**config.mk**
```make
export PLATFORM = sky130hd
export DESIGN_NAME = phase_min_consensus_node_top
export DESIGN_NICKNAME = d
export VERILOG_FILES = /design/src/hdl/pmc_pkg.sv /design/src/hdl/pmc_ctrl.sv /design/src/hdl/pmc_dp.sv /design/src/hdl/phase_min_consensus_node_top.sv
export VERILOG_INCLUDE_DIRS = /design/src /design/src/hdl
export SDC_FILE = /design/constraint.sdc
export NUM_CORES = 1
export LEC_CHECK = 0
export ABC_AREA = 0
export BUFFER_PORTS_ARGS = -buffer_cell sky130_fd_sc_hd__buf_4
export CAP_MARGIN = 5
export CORE_MARGIN = 1
export CORE_UTILIZATION = 30
export CTS_CLUSTER_DIAMETER = 50
export DETAILED_ROUTE_END_ITERATION = 16
export HOLD_SLACK_MARGIN = 0.15
export PLACE_DENSITY = 0.53
export SLEW_MARGIN = 30
export SYNTH_ARGS = -nofsm -noshare
export SYNTH_HDL_FRONTEND = slang
export SYNTH_SLANG_ARGS = --single-unit
```
**constraint.sdc**
```tcl
create_clock -name clk -period 6.9 [get_ports clk]
set_input_delay 0.345 -clock clk [delete_from_list [all_inputs] [get_ports clk]]
set_output_delay 0.345 -clock clk [all_outputs]
set_load 0.01 [all_outputs]
```
**src/hdl/phase_min_consensus_node_top_assert.svh**
```systemverilog
`ifndef PHASE_MIN_CONSENSUS_NODE_TOP_ASSERT_SVH
`define PHASE_MIN_CONSENSUS_NODE_TOP_ASSERT_SVH

// Same-cycle implication, sampled on clk, off while rst_n is low
`define PMC_ASSERT_NOW(label, ante, cons) \
  label: assert property (@(posedge clk) disable iff (!rst_n) (ante) |-> (cons)) \
    else $error("same-cycle check failed");

// Next-cycle implication, sampled on clk, off while rst_n is low
`define PMC_ASSERT_NEXT(label, ante, cons) \
  label: assert property (@(posedge clk) disable iff (!rst_n) (ante) |=> (cons)) \
    else $error("next-cycle check failed");

`endif

```
**src/hdl/pmc_pkg.sv**
```systemverilog
`timescale 1ns / 1ps
`default_nettype none

package pmc_pkg;

  // Default sizes
  localparam int MAX_IN_DEF  = 4;
  localparam int MAX_OUT_DEF = 4;
  localparam int ID_BITS_DEF = 8;

  // Configuration port
  localparam int CFG_IDX_W  = 3;
  localparam int CFG_DATA_W = 32;

  localparam logic [CFG_IDX_W-1:0] CFG_IN_COUNT  = 3'd0;
  localparam logic [CFG_IDX_W-1:0] CFG_OUT_COUNT = 3'd1;
  localparam logic [CFG_IDX_W-1:0] CFG_IN_IDS    = 3'd2;
  localparam logic [CFG_IDX_W-1:0] CFG_OUT_IDS   = 3'd3;
  localparam logic [CFG_IDX_W-1:0] CFG_LOCAL_MIN = 3'd4;
  localparam logic [CFG_IDX_W-1:0] CFG_OWN_ID    = 3'd5;
  localparam logic [CFG_IDX_W-1:0] CFG_DIAMETER  = 3'd6;

  // Register reset values
  localparam logic [2:0]         RST_IN_COUNT  = 3'd1;
  localparam logic [2:0]         RST_OUT_COUNT = 3'd1;
  localparam logic [31:0]        RST_IN_IDS    = 32'd0;
  localparam logic [31:0]        RST_OUT_IDS   = 32'd0;
  localparam logic signed [31:0] RST_LOCAL_MIN = 32'sd0;
  localparam logic [7:0]         RST_OWN_ID    = 8'd1;
  localparam logic [7:0]         RST_DIAMETER  = 8'd5;

  // Input opcodes
  localparam logic OP_START = 1'b0;
  localparam logic OP_MSG   = 1'b1;

  localparam logic [7:0] CNT_SAT = 8'hFF;

  typedef struct packed {
    logic               opcode;
    logic signed [31:0] recv_value;
    logic [7:0]         sender_id;
  } in_item_t;

  typedef struct packed {
    logic [7:0]         dest_node;
    logic signed [31:0] min_value;
    logic [7:0]         source_node;
    logic               is_final;
    logic               last;
  } out_item_t;

  // Controller to datapath
  typedef struct packed {
    logic apply;      // apply accepted item to node state
    logic bump_send;  // count one send round
    logic set_fin;    // mark protocol finished
    logic clr_idx;    // rewind emission index
    logic load_out;   // load next result into output register
  } cmd_t;

  // Datapath to controller
  typedef struct packed {
    logic skip;       // message arriving after finish
    logic running;    // some in-neighbour below diameter
    logic may_send;   // send round permitted
    logic has_out;    // at least one out-neighbour in use
    logic emit_last;  // result being loaded is the last one
  } status_t;

endpackage

`default_nettype wire

```
**src/hdl/pmc_ctrl.sv**
```systemverilog
`timescale 1ns / 1ps
`default_nettype none

module pmc_ctrl (
  input  wire logic            clk,
  input  wire logic            rst_n,
  input  wire logic            in_valid,
  output logic                 in_stall,
  output logic                 out_valid,
  input  wire logic            out_stall,
  input  wire pmc_pkg::status_t status,
  output pmc_pkg::cmd_t        cmd
);

  typedef enum logic [2:0] {
    S_IDLE = 3'b001,
    S_EVAL = 3'b010,
    S_EMIT = 3'b100
  } state_t;

  state_t state_r, state_nxt;
  logic   out_valid_r, out_valid_nxt;
  logic   out_free;

  assign in_stall  = (state_r != S_IDLE);
  assign out_valid = out_valid_r;
  assign out_free  = !out_valid_r || !out_stall;

  // Sequence: take item, evaluate, emit any results
  always_comb begin
    state_nxt = state_r;
    cmd       = '0;
    unique case (state_r)
      S_IDLE: begin
        if (in_valid && !status.skip) begin
          cmd.apply = 1'b1;
          state_nxt = S_EVAL;
        end
      end
      S_EVAL: begin
        if (!status.running) begin
          cmd.set_fin = 1'b1;
          cmd.clr_idx = 1'b1;
          state_nxt   = S_EMIT;
        end else if (status.may_send) begin
          cmd.bump_send = 1'b1;
          cmd.clr_idx   = 1'b1;
          state_nxt     = status.has_out ? S_EMIT : S_IDLE;
        end else begin
          state_nxt = S_IDLE;
        end
      end
      S_EMIT: begin
        if (out_free) begin
          cmd.load_out = 1'b1;
          if (status.emit_last) state_nxt = S_IDLE;
        end
      end
      default: state_nxt = S_IDLE;
    endcase
  end

  // Hold output valid until the transaction completes
  always_comb begin
    if (cmd.load_out) out_valid_nxt = 1'b1;
    else if (!out_stall) out_valid_nxt = 1'b0;
    else out_valid_nxt = out_valid_r;
  end

  always_ff @(posedge clk) begin
    if (!rst_n) begin
      state_r     <= S_IDLE;
      out_valid_r <= 1'b0;
    end else begin
      state_r     <= state_nxt;
      out_valid_r <= out_valid_nxt;
    end
  end

endmodule

`default_nettype wire

```
**src/hdl/pmc_dp.sv**
```systemverilog
`timescale 1ns / 1ps
`default_nettype none

module pmc_dp #(
  parameter int MAX_IN  = pmc_pkg::MAX_IN_DEF,
  parameter int MAX_OUT = pmc_pkg::MAX_OUT_DEF,
  parameter int ID_BITS = pmc_pkg::ID_BITS_DEF
) (
  input  wire logic                             clk,
  input  wire logic                             rst_n,
  input  wire logic                             cfg_we,
  input  wire logic [pmc_pkg::CFG_IDX_W-1:0]    cfg_index,
  input  wire logic [pmc_pkg::CFG_DATA_W-1:0]   cfg_data,
  input  wire pmc_pkg::in_item_t                in_data,
  input  wire pmc_pkg::cmd_t                    cmd,
  output pmc_pkg::status_t                      status,
  output pmc_pkg::out_item_t                    out_data
);

  localparam int IDX_W = (MAX_OUT > 1) ? $clog2(MAX_OUT) : 1;
  localparam int NW    = ($clog2(MAX_OUT + 1) > 3) ? $clog2(MAX_OUT + 1) : 3;

  // Configuration registers
  logic [2:0]         in_count_r, out_count_r;
  logic [31:0]        in_ids_r, out_ids_r;
  logic signed [31:0] local_min_r;
  logic [7:0]         own_id_r, diameter_r;

  // Node state
  logic [7:0]         cnt_r   [MAX_IN];
  logic [7:0]         cnt_nxt [MAX_IN];
  logic [7:0]         send_r, send_nxt;
  logic signed [31:0] min_r, min_nxt;
  logic               fin_r, fin_nxt;
  logic [IDX_W-1:0]   idx_r, idx_nxt;

  pmc_pkg::out_item_t out_r, out_nxt;

  logic [ID_BITS-1:0] in_id  [MAX_IN];
  logic [ID_BITS-1:0] out_id [MAX_OUT];
  logic [ID_BITS-1:0] sender;
  logic [NW-1:0]      out_cnt_ext, nout;
  logic               running, may_send;

  // Unpack neighbour ids; entries past the packed word read as zero
  always_comb begin
    for (int i = 0; i < MAX_IN; i++) begin
      in_id[i] = ID_BITS'(in_ids_r >> (i * ID_BITS));
    end
    for (int j = 0; j < MAX_OUT; j++) begin
      out_id[j] = ID_BITS'(out_ids_r >> (j * ID_BITS));
    end
  end

  assign sender = ID_BITS'(in_data.sender_id);

  // Clamp out-neighbour count
  assign out_cnt_ext = NW'(out_count_r);
  assign nout = (out_cnt_ext > NW'(MAX_OUT)) ? NW'(MAX_OUT) : out_cnt_ext;

  // Round checks over in-neighbours in use
  always_comb begin
    running  = 1'b0;
    may_send = (send_r < diameter_r);
    for (int i = 0; i < MAX_IN; i++) begin
      if (int'(in_count_r) > i) begin
        if (cnt_r[i] < diameter_r) running = 1'b1;
        if (cnt_r[i] < send_r) may_send = 1'b0;
      end
    end
  end

  always_comb begin
    status.skip      = (in_data.opcode == pmc_pkg::OP_MSG) && fin_r;
    status.running   = running;
    status.may_send  = may_send;
    status.has_out   = (nout != '0);
    status.emit_last = fin_r || ((NW'(idx_r) + NW'(1)) == nout);
  end

  // Next node state
  always_comb begin
    cnt_nxt  = cnt_r;
    send_nxt = send_r;
    min_nxt  = min_r;
    fin_nxt  = fin_r;
    idx_nxt  = idx_r;
    if (cmd.apply) begin
      if (in_data.opcode == pmc_pkg::OP_START) begin
        for (int i = 0; i < MAX_IN; i++) cnt_nxt[i] = '0;
        send_nxt = '0;
        min_nxt  = local_min_r;
        fin_nxt  = 1'b0;
      end else begin
        for (int i = 0; i < MAX_IN; i++) begin
          if ((int'(in_count_r) > i) && (in_id[i] == sender) &&
              (cnt_r[i] != pmc_pkg::CNT_SAT)) begin
            cnt_nxt[i] = cnt_r[i] + 8'd1;
          end
        end
        if (in_data.recv_value < min_r) min_nxt = in_data.recv_value;
      end
    end
    if (cmd.bump_send) send_nxt = send_r + 8'd1;
    if (cmd.set_fin) fin_nxt = 1'b1;
    if (cmd.clr_idx) idx_nxt = '0;
    else if (cmd.load_out) idx_nxt = idx_r + IDX_W'(1);
  end

  // Build next result
  always_comb begin
    out_nxt.dest_node   = fin_r ? 8'd0 : 8'(out_id[idx_r]);
    out_nxt.min_value   = min_r;
    out_nxt.source_node = own_id_r;
    out_nxt.is_final    = fin_r;
    out_nxt.last        = status.emit_last;
  end

  // Configuration writes and state update
  always_ff @(posedge clk) begin
    if (!rst_n) begin
      in_count_r  <= pmc_pkg::RST_IN_COUNT;
      out_count_r <= pmc_pkg::RST_OUT_COUNT;
      in_ids_r    <= pmc_pkg::RST_IN_IDS;
      out_ids_r   <= pmc_pkg::RST_OUT_IDS;
      local_min_r <= pmc_pkg::RST_LOCAL_MIN;
      own_id_r    <= pmc_pkg::RST_OWN_ID;
      diameter_r  <= pmc_pkg::RST_DIAMETER;
      for (int i = 0; i < MAX_IN; i++) cnt_r[i] <= '0;
      send_r <= '0;
      min_r  <= '0;
      fin_r  <= 1'b0;
      idx_r  <= '0;
    end else begin
      if (cfg_we) begin
        unique case (cfg_index)
          pmc_pkg::CFG_IN_COUNT:  in_count_r  <= cfg_data[2:0];
          pmc_pkg::CFG_OUT_COUNT: out_count_r <= cfg_data[2:0];
          pmc_pkg::CFG_IN_IDS:    in_ids_r    <= cfg_data;
          pmc_pkg::CFG_OUT_IDS:   out_ids_r   <= cfg_data;
          pmc_pkg::CFG_LOCAL_MIN: local_min_r <= signed'(cfg_data);
          pmc_pkg::CFG_OWN_ID:    own_id_r    <= cfg_data[7:0];
          pmc_pkg::CFG_DIAMETER:  diameter_r  <= cfg_data[7:0];
          default: ;
        endcase
      end
      cnt_r  <= cnt_nxt;
      send_r <= send_nxt;
      min_r  <= min_nxt;
      fin_r  <= fin_nxt;
      idx_r  <= idx_nxt;
    end
  end

  // Output payload register
  always_ff @(posedge clk) begin
    if (cmd.load_out) out_r <= out_nxt;
  end

  assign out_data = out_r;

endmodule

`default_nettype wire

```
**src/hdl/phase_min_consensus_node_top.sv**
```systemverilog
// An item is applied in its accept cycle and evaluated in the next one; its first result is
// loaded into the output register in S_EMIT once it is free. A message after finish is dropped.
// Throughput: an item gives n = 0..4 results, one result per cycle from the single output
// register while out_stall is low; no new item is taken before its last result is loaded.
// Reset (rst_n low, synchronous): registers to their defaults, counts, send count, minimum and
// finished flag cleared, output empty. No clearing pass.
`timescale 1ns / 1ps
`default_nettype none

`include "phase_min_consensus_node_top_assert.svh"

module phase_min_consensus_node_top #(
  parameter int MAX_IN  = pmc_pkg::MAX_IN_DEF,
  parameter int MAX_OUT = pmc_pkg::MAX_OUT_DEF,
  parameter int ID_BITS = pmc_pkg::ID_BITS_DEF
) (
  input  wire logic                           clk,
  input  wire logic                           rst_n,
  input  wire logic                           in_valid,
  output logic                                in_stall,
  input  wire pmc_pkg::in_item_t              in_data,
  output logic                                out_valid,
  input  wire logic                           out_stall,
  output pmc_pkg::out_item_t                  out_data,
  input  wire logic                           cfg_we,
  input  wire logic [pmc_pkg::CFG_IDX_W-1:0]  cfg_index,
  input  wire logic [pmc_pkg::CFG_DATA_W-1:0] cfg_data
);

  pmc_pkg::cmd_t    cmd;
  pmc_pkg::status_t status;

  pmc_ctrl u_ctrl (
    .clk       (clk),
    .rst_n     (rst_n),
    .in_valid  (in_valid),
    .in_stall  (in_stall),
    .out_valid (out_valid),
    .out_stall (out_stall),
    .status    (status),
    .cmd       (cmd)
  );

  pmc_dp #(
    .MAX_IN  (MAX_IN),
    .MAX_OUT (MAX_OUT),
    .ID_BITS (ID_BITS)
  ) u_dp (
    .clk       (clk),
    .rst_n     (rst_n),
    .cfg_we    (cfg_we),
    .cfg_index (cfg_index),
    .cfg_data  (cfg_data),
    .in_data   (in_data),
    .cmd       (cmd),
    .status    (status),
    .out_data  (out_data)
  );

  // Node state is applied only from an accepted transaction
  `PMC_ASSERT_NOW(a_apply_on_accept, cmd.apply, in_valid && !in_stall)
  // No new input while results are still being emitted
  `PMC_ASSERT_NOW(a_no_accept_in_emit, cmd.load_out, in_stall)
  // A loaded result is offered in the next cycle
  `PMC_ASSERT_NEXT(a_load_shows, cmd.load_out, out_valid)
  // The final report always closes its item
  `PMC_ASSERT_NOW(a_final_is_last, out_valid && out_data.is_final, out_data.last)

endmodule

`default_nettype wire
```
== After elaboration in Yosys (flattened, before gate mapping) ==
Cells that the tools add are included.

* Word-level logic and storage cells: 163
* Register bits after elaboration: 247
* Output and inout port bits: 52
* Bits of input ports: 81

* Order comparisons: 16
* Eq/ne operators: 30
* Reduce and logical (&&, ||, !) cells: 35
* $add $sub $neg: 7
* Bitwise gates (word level): 2
* Multiplexer cells: 51

{| class="wikitable"
|+ Operator list
! kind !! count
|-
| 32-bit two-way mux || 3
|-
| 8-bit less-than comparator || 9
|-
| 8-bit two-way mux || 9
|-
| 8-bit by 1-bit adder with 8-bit output, second input constant || 5
|-
| 8-bit equality test || 4
|-
| 32-bit less-than comparator || 1
|-
| 8-bit != test, second input constant || 4
|-
| 1-bit two-way mux || 29
|-
| 2-bit AND reduction || 14
|-
| 3-bit two-way mux || 8
|-
| 2-bit by 1-bit != test with 1-bit output, second input constant || 10
|-
| 8-bit binary-select mux with 2-bit select || 1
|-
| 3-bit equality test, second input constant || 4
|-
| 1-bit logical AND || 10
|-
| 3-bit by 2-bit equality test with 1-bit output, second input constant || 3
|-
| 3-bit one-hot mux with 3 select lines || 1
|-
| 3-bit by 1-bit equality test with 1-bit output, second input constant || 2
|-
| 3-bit by 1-bit greater-than comparator with 1-bit output, second input constant || 2
|-
| 3-bit by 2-bit greater-than comparator with 1-bit output, second input constant || 2
|-
| 2-bit nonzero test || 2
|-
| 2-bit by 1-bit adder with 3-bit output, second input constant || 1
|-
| 3-bit equality test || 1
|-
| 3-bit >= comparator, second input constant || 1
|-
| 3-bit greater-than comparator, second input constant || 1
|-
| other kinds (11) || 14
|}

== Logic depth before layout (Yosys ltp) ==
* Depth in word-level cells: 14
* Gate-level depth with buffers: 12
* Mapped depth without buffers: 10

== Cells and area by module ==
Synthesis repeated with hierarchy kept, for this count alone.

* Cell total of the unflattened synthesis: 1330
* Area, all modules: 12528.3 um^2

{| class="wikitable"
|+ Modules (own cells, without submodules)
! module !! seq. area each (um^2) !! instances !! cells each !! area an instance (um^2)
|-
| pmc_dp || 5365.1 || 1 || 1304 || 12311.8
|-
| pmc_ctrl || 80.1 || 1 || 26 || 216.5
|}

== Worst setup path before layout ==
No wires, ideal clock.

* Path kind: reg-to-reg
* Start point: register u_ctrl.state_r[0]
* End point: register u_dp.idx_r[1]
* Buffers on the path: 0
* Arrival time: 3.711 ns
* Setup slack: 3.073 ns
* Cell stages (with the launch flop): 6
* Period minus slack after synthesis: 3.827 ns
* Setup time: 0.116 ns
* Data required time: 6.784 ns
* Cell sequence: dfxtp_1 -> nor2_1 -> nand2_1 -> a21oi_1 -> mux2_2 -> and4_1

* Word-level cells in the longest chain between the ends: 3
* Elaborated cells on any way between the ends: 5
* Classes of those cells: eq/ne (2); mux (2); reduce/logical (1)

{| class="wikitable"
|+ Ends and longest elaborated chain
! item !! line !! source
|-
| start, declared || pmc_ctrl.sv:21 || <nowiki>state_t state_r, state_nxt;</nowiki>
|-
| start signal, assigned || pmc_ctrl.sv:75 || <nowiki>state_r <= state_nxt;</nowiki>
|-
| 3-bit by 2-bit equality test with 1-bit output || pmc_ctrl.sv:33 || <nowiki>unique case (state_r)</nowiki>
|-
| 3-bit two-way mux || pmc_ctrl.sv:33 ||
|-
| 2-bit OR reduction (no source line) || - ||
|-
| end signal, assigned || pmc_dp.sv:151 || <nowiki>idx_r <= idx_nxt;</nowiki>
|-
| end, declared || pmc_dp.sv:35 || <nowiki>logic [IDX_W-1:0] idx_r, idx_nxt;</nowiki>
|}

Parallel ways exist; a longest one is shown, timed or not.
A chain may end at the register's enable or synchronous reset.

== Worst setup path after layout ==
* Start point: register u_dp.min_r[14]
* End point: register u_dp.min_r[14]

* Word-level cells in the longest chain between the ends: 3

{| class="wikitable"
|+ Ends and longest elaborated chain
! item !! line !! source
|-
| start, declared || pmc_dp.sv:33 || <nowiki>logic signed [31:0] min_r, min_nxt;</nowiki>
|-
| start signal, assigned || pmc_dp.sv:149 || <nowiki>min_r <= min_nxt;</nowiki>
|-
| 32-bit less-than comparator || pmc_dp.sv:101 || <nowiki>if (in_data.recv_value < min_r) min_nxt = in_data.recv_value;</nowiki>
|-
| 2-bit by 1-bit != test with 1-bit output (no source line) || - ||
|-
| 2-bit AND reduction (no source line) || - ||
|}

No other way between the ends.

==> impl_metrics.tcl <==
set metrics [dict create \
    status "completed" \
    yosys_most_used_dff "dfxtp_1" \
    die_area_um2 41100 \
    nNetsFinal 1639 \
    required_ns 7.31 \
    dr.pass1.iters 5 \
    path_common_cell "a211oi_1" \
    synth_cell_type_count 59 \
    routabilityCongestion 0.825 \
    arrival_ns 3.30 \
    synth_nets 1500 \
    ant_nets 0 \
    antenna_found_initial 1 \
    seq_area_um2 5450 \
    start_kind "flop" \
    portBuffers 132 \
    cts-htree-levels 1 \
    drive_above_1_share_pct 14.7 \
    cts_tree "built" \
    cellPowerDensity_nw_per_um2 237 \
    cts_buffer_depth 3 \
    place_inst 1915 \
    avgRoutedWirePerCell_um 17.5 \
    dr.max_layer_used "met5" \
    start_util_pct 30.4 \
    vias 9815 \
    p_leak_nw 5.59 \
    cp_max_fo 64 \
    synth_top_area_share_pct 32.7 \
    slowest_delay_ns 0.59 \
    hp-start "in_data[25]" \
    worstPathCellList "inv_1, ha_1, nand4_1, nor2_1, and2_1, o41ai_1, a31oi_1, a211o_4, a211oi_1, a211oi_1" \
    clk_pin_slew_worst_paths_ns 0.06 \
    maxSlewViolCount 0 \
    wirelength_um 35100 \
    fillers 4035 \
    syn_area_per_cell_um2 9.15 \
    die_height_um 203 \
    rsz0062_at_grt "no" \
    pin_count 133 \
    drc 0 \
    worst_pin_slew_ns 0.887 \
    yosys.area.top_type "dfxtp_1" \
    core_um2 39700 \
    numCtsBuffers 29 \
    setup_viol 0 \
    drt_iter0_drc 670 \
    clock_skew_ns 0.0151 \
    synth_most_common_cell "nand2_1" \
    critical-path-slowest-cell "a211o_4" \
    crit_family "compound AO/OA/AOI/OAI gates" \
    yosys_warnings 0 \
    critPathLaunch "u_dp.min_r[14]" \
    setup_tns_ns 0 \
    worst-path-buf-inv 1 \
    grt_max_degree 97 \
    grt_pass1_wl_um 54300 \
    syn_to_final_growth_pct 23.7 \
    layout.cells.non_filler 2006 \
    viasPerCell 4.89 \
    yosys-top-cells-area "dfxtp_1 (33%), edfxtp_1 (12%), ha_1 (10%)" \
    cap_viol_max_count 0 \
    ys_ff_latch 247 \
    met1Wirelength_um 17300 \
    setup_ws_ns 4.02 \
    multi_input_area_um2 6200 \
    maxSlewHeadroom_pct 40.8 \
    wl_met2_um 15400 \
    hpwl_um 24500 \
    timing.fmax_mhz 347 \
    die_w_um 203 \
    end_kind "flop" \
    hp-class "in2reg" \
    r2r-start "u_dp.min_r[14]" \
    overflow 0 \
    place_ws_ns 3.92 \
    grt_pass1_vias 9380 \
    wl_met3_um 1590 \
    syn_area_um2 12100 \
    synth_commonest_cells "nand2_1 (263), dfxtp_1 (197), a21oi_1 (147)" \
    async_reset_ff_share_pct 0 \
    finalHoldViolCount 0 \
    syn_inst 1319 \
    track_usage_pct 16.9 \
    cts_sinks 247 \
    crit_type "reg2reg" \
    yosysSeqAreaShare_pct 45.1 \
    synth_edf_count 50 \
    fin_crit_sh_pct 41.8 \
    clkLatencyLatePin_ns 0.56 \
    ir_drop_mv 0.165 \
    row_count 73 \
    min_period_ns 2.88 \
    antenna_cells 0 \
    cts_root_buf "clkbuf_16" \
]
## worst register-to-register path: stages, from the launching register on
cell      delay, ns
dfxtp_1        0.36
inv_1          0.07
ha_1           0.29
nand4_1        0.12
nor2_1         0.08
and2_1         0.15
o41ai_1        0.40
a31oi_1        0.21
a211o_4        0.59
a211oi_1       0.38
a211oi_1       0.08
## cells by family after synthesis
kind of cell / synth area share (%)
flip-flops: 45.1
AND/OR/NAND/NOR: 18.6
XOR/XNOR: 4.13
buffers and inverters: 3.84
AO/OA/AOI/OAI: 15.4
multiplexers: 2.50
adder cells (fa/ha/maj): 10.4
## power breakdown
part | leakage [nW] | internal, mW | total (mW) | switching, mW
combinational | 3.00 | 0.141 | 0.349 | 0.208
sequential | 2.08 | 1.52 | 1.55 | 0.0257
clock | 0.511 | 1.01 | 1.65 | 0.640
total | 5.59 | 2.67 | 3.54 | 0.873
## per-layer routing
metal	GRT usage, %	vias to the layer above
li1	-	4922
met1	23.8	4588
met2	26.5	242
met3	2.60	61
met4	4.97	2
met5	0	-
## placed cells by master (no fill, tap or decap), types with 37 or more instances in the layout
cell type and count:
nand2_1 261, dfxtp_1 197, a21oi_1 146, buf_4 137
ha_1 100, a211oi_1 72, inv_1 51, edfxtp_1 50
nor2_1 48, nor2b_1 44, dlygate4sd3_1 37
## timing repair
action | in CTS | in global routing
hold buffers | 37 | 0
setup buffers | 0 | 0
setup endpoints to repair | 0 | 0
gates resized for setup | 0 | 0
endpoints found under the hold margin | 120 | 0
## worst paths after layout
check	end	slack (ns)	cells after the start
worst min register to register	u_dp.out_data[26]	0.43	0
worst max-delay path	u_dp.min_r[14]	4.02	10
worst min-delay path	u_dp.min_r[17]	0.17	3
worst max register to register	u_dp.min_r[14]	4.02	10
## registers in the layout, indices dropped and copies added (netlist names)
name	cells
u_dp.out_data	50
u_dp.cnt_r	32
u_dp.in_ids_r	32
u_dp.local_min_r	32
u_dp.min_r	32
u_dp.out_ids_r	32
u_dp.diameter_r	8
u_dp.own_id_r	8
u_dp.send_r	8
u_ctrl.state_r	3
u_dp.in_count_r	3
u_dp.out_cnt_ext	3
u_dp.idx_r	2
u_ctrl.out_valid	1
u_dp.fin_r	1
## through the flow
| stage | util (%) | area, um2 | hold WS, ns | power [mW] |
|---|---|---|---|---|
| 6_report | 37.6 | 14900 | 0.172 | 3.54 |
| 5_1_grt | 37.6 | 14900 | 0.188 | 3.67 |
| 4_1_cts | 37.6 | 14900 | 0.151 | 3.57 |
| 3_5_place_dp | 34.1 | 13500 | 0.416 | 1.91 |
| 3_3_place_gp | 34.0 | 13500 | 0.415 | 1.90 |
| 2_1_floorplan | - | 12100 | 0.408 | 1.78 |
## area by class of cell
type                            instances  area share, %
Clock inverter                         21           1.87
Sequential cell                       247           36.4
Tap cell                              525           4.40
Timing Repair Buffer                  175           9.44
Inverter                               52           1.32
Multi-Input combinational cell        953           41.5
Clock buffer                           33           5.02
No activity file was read; power rests on OpenSTA's default activity.
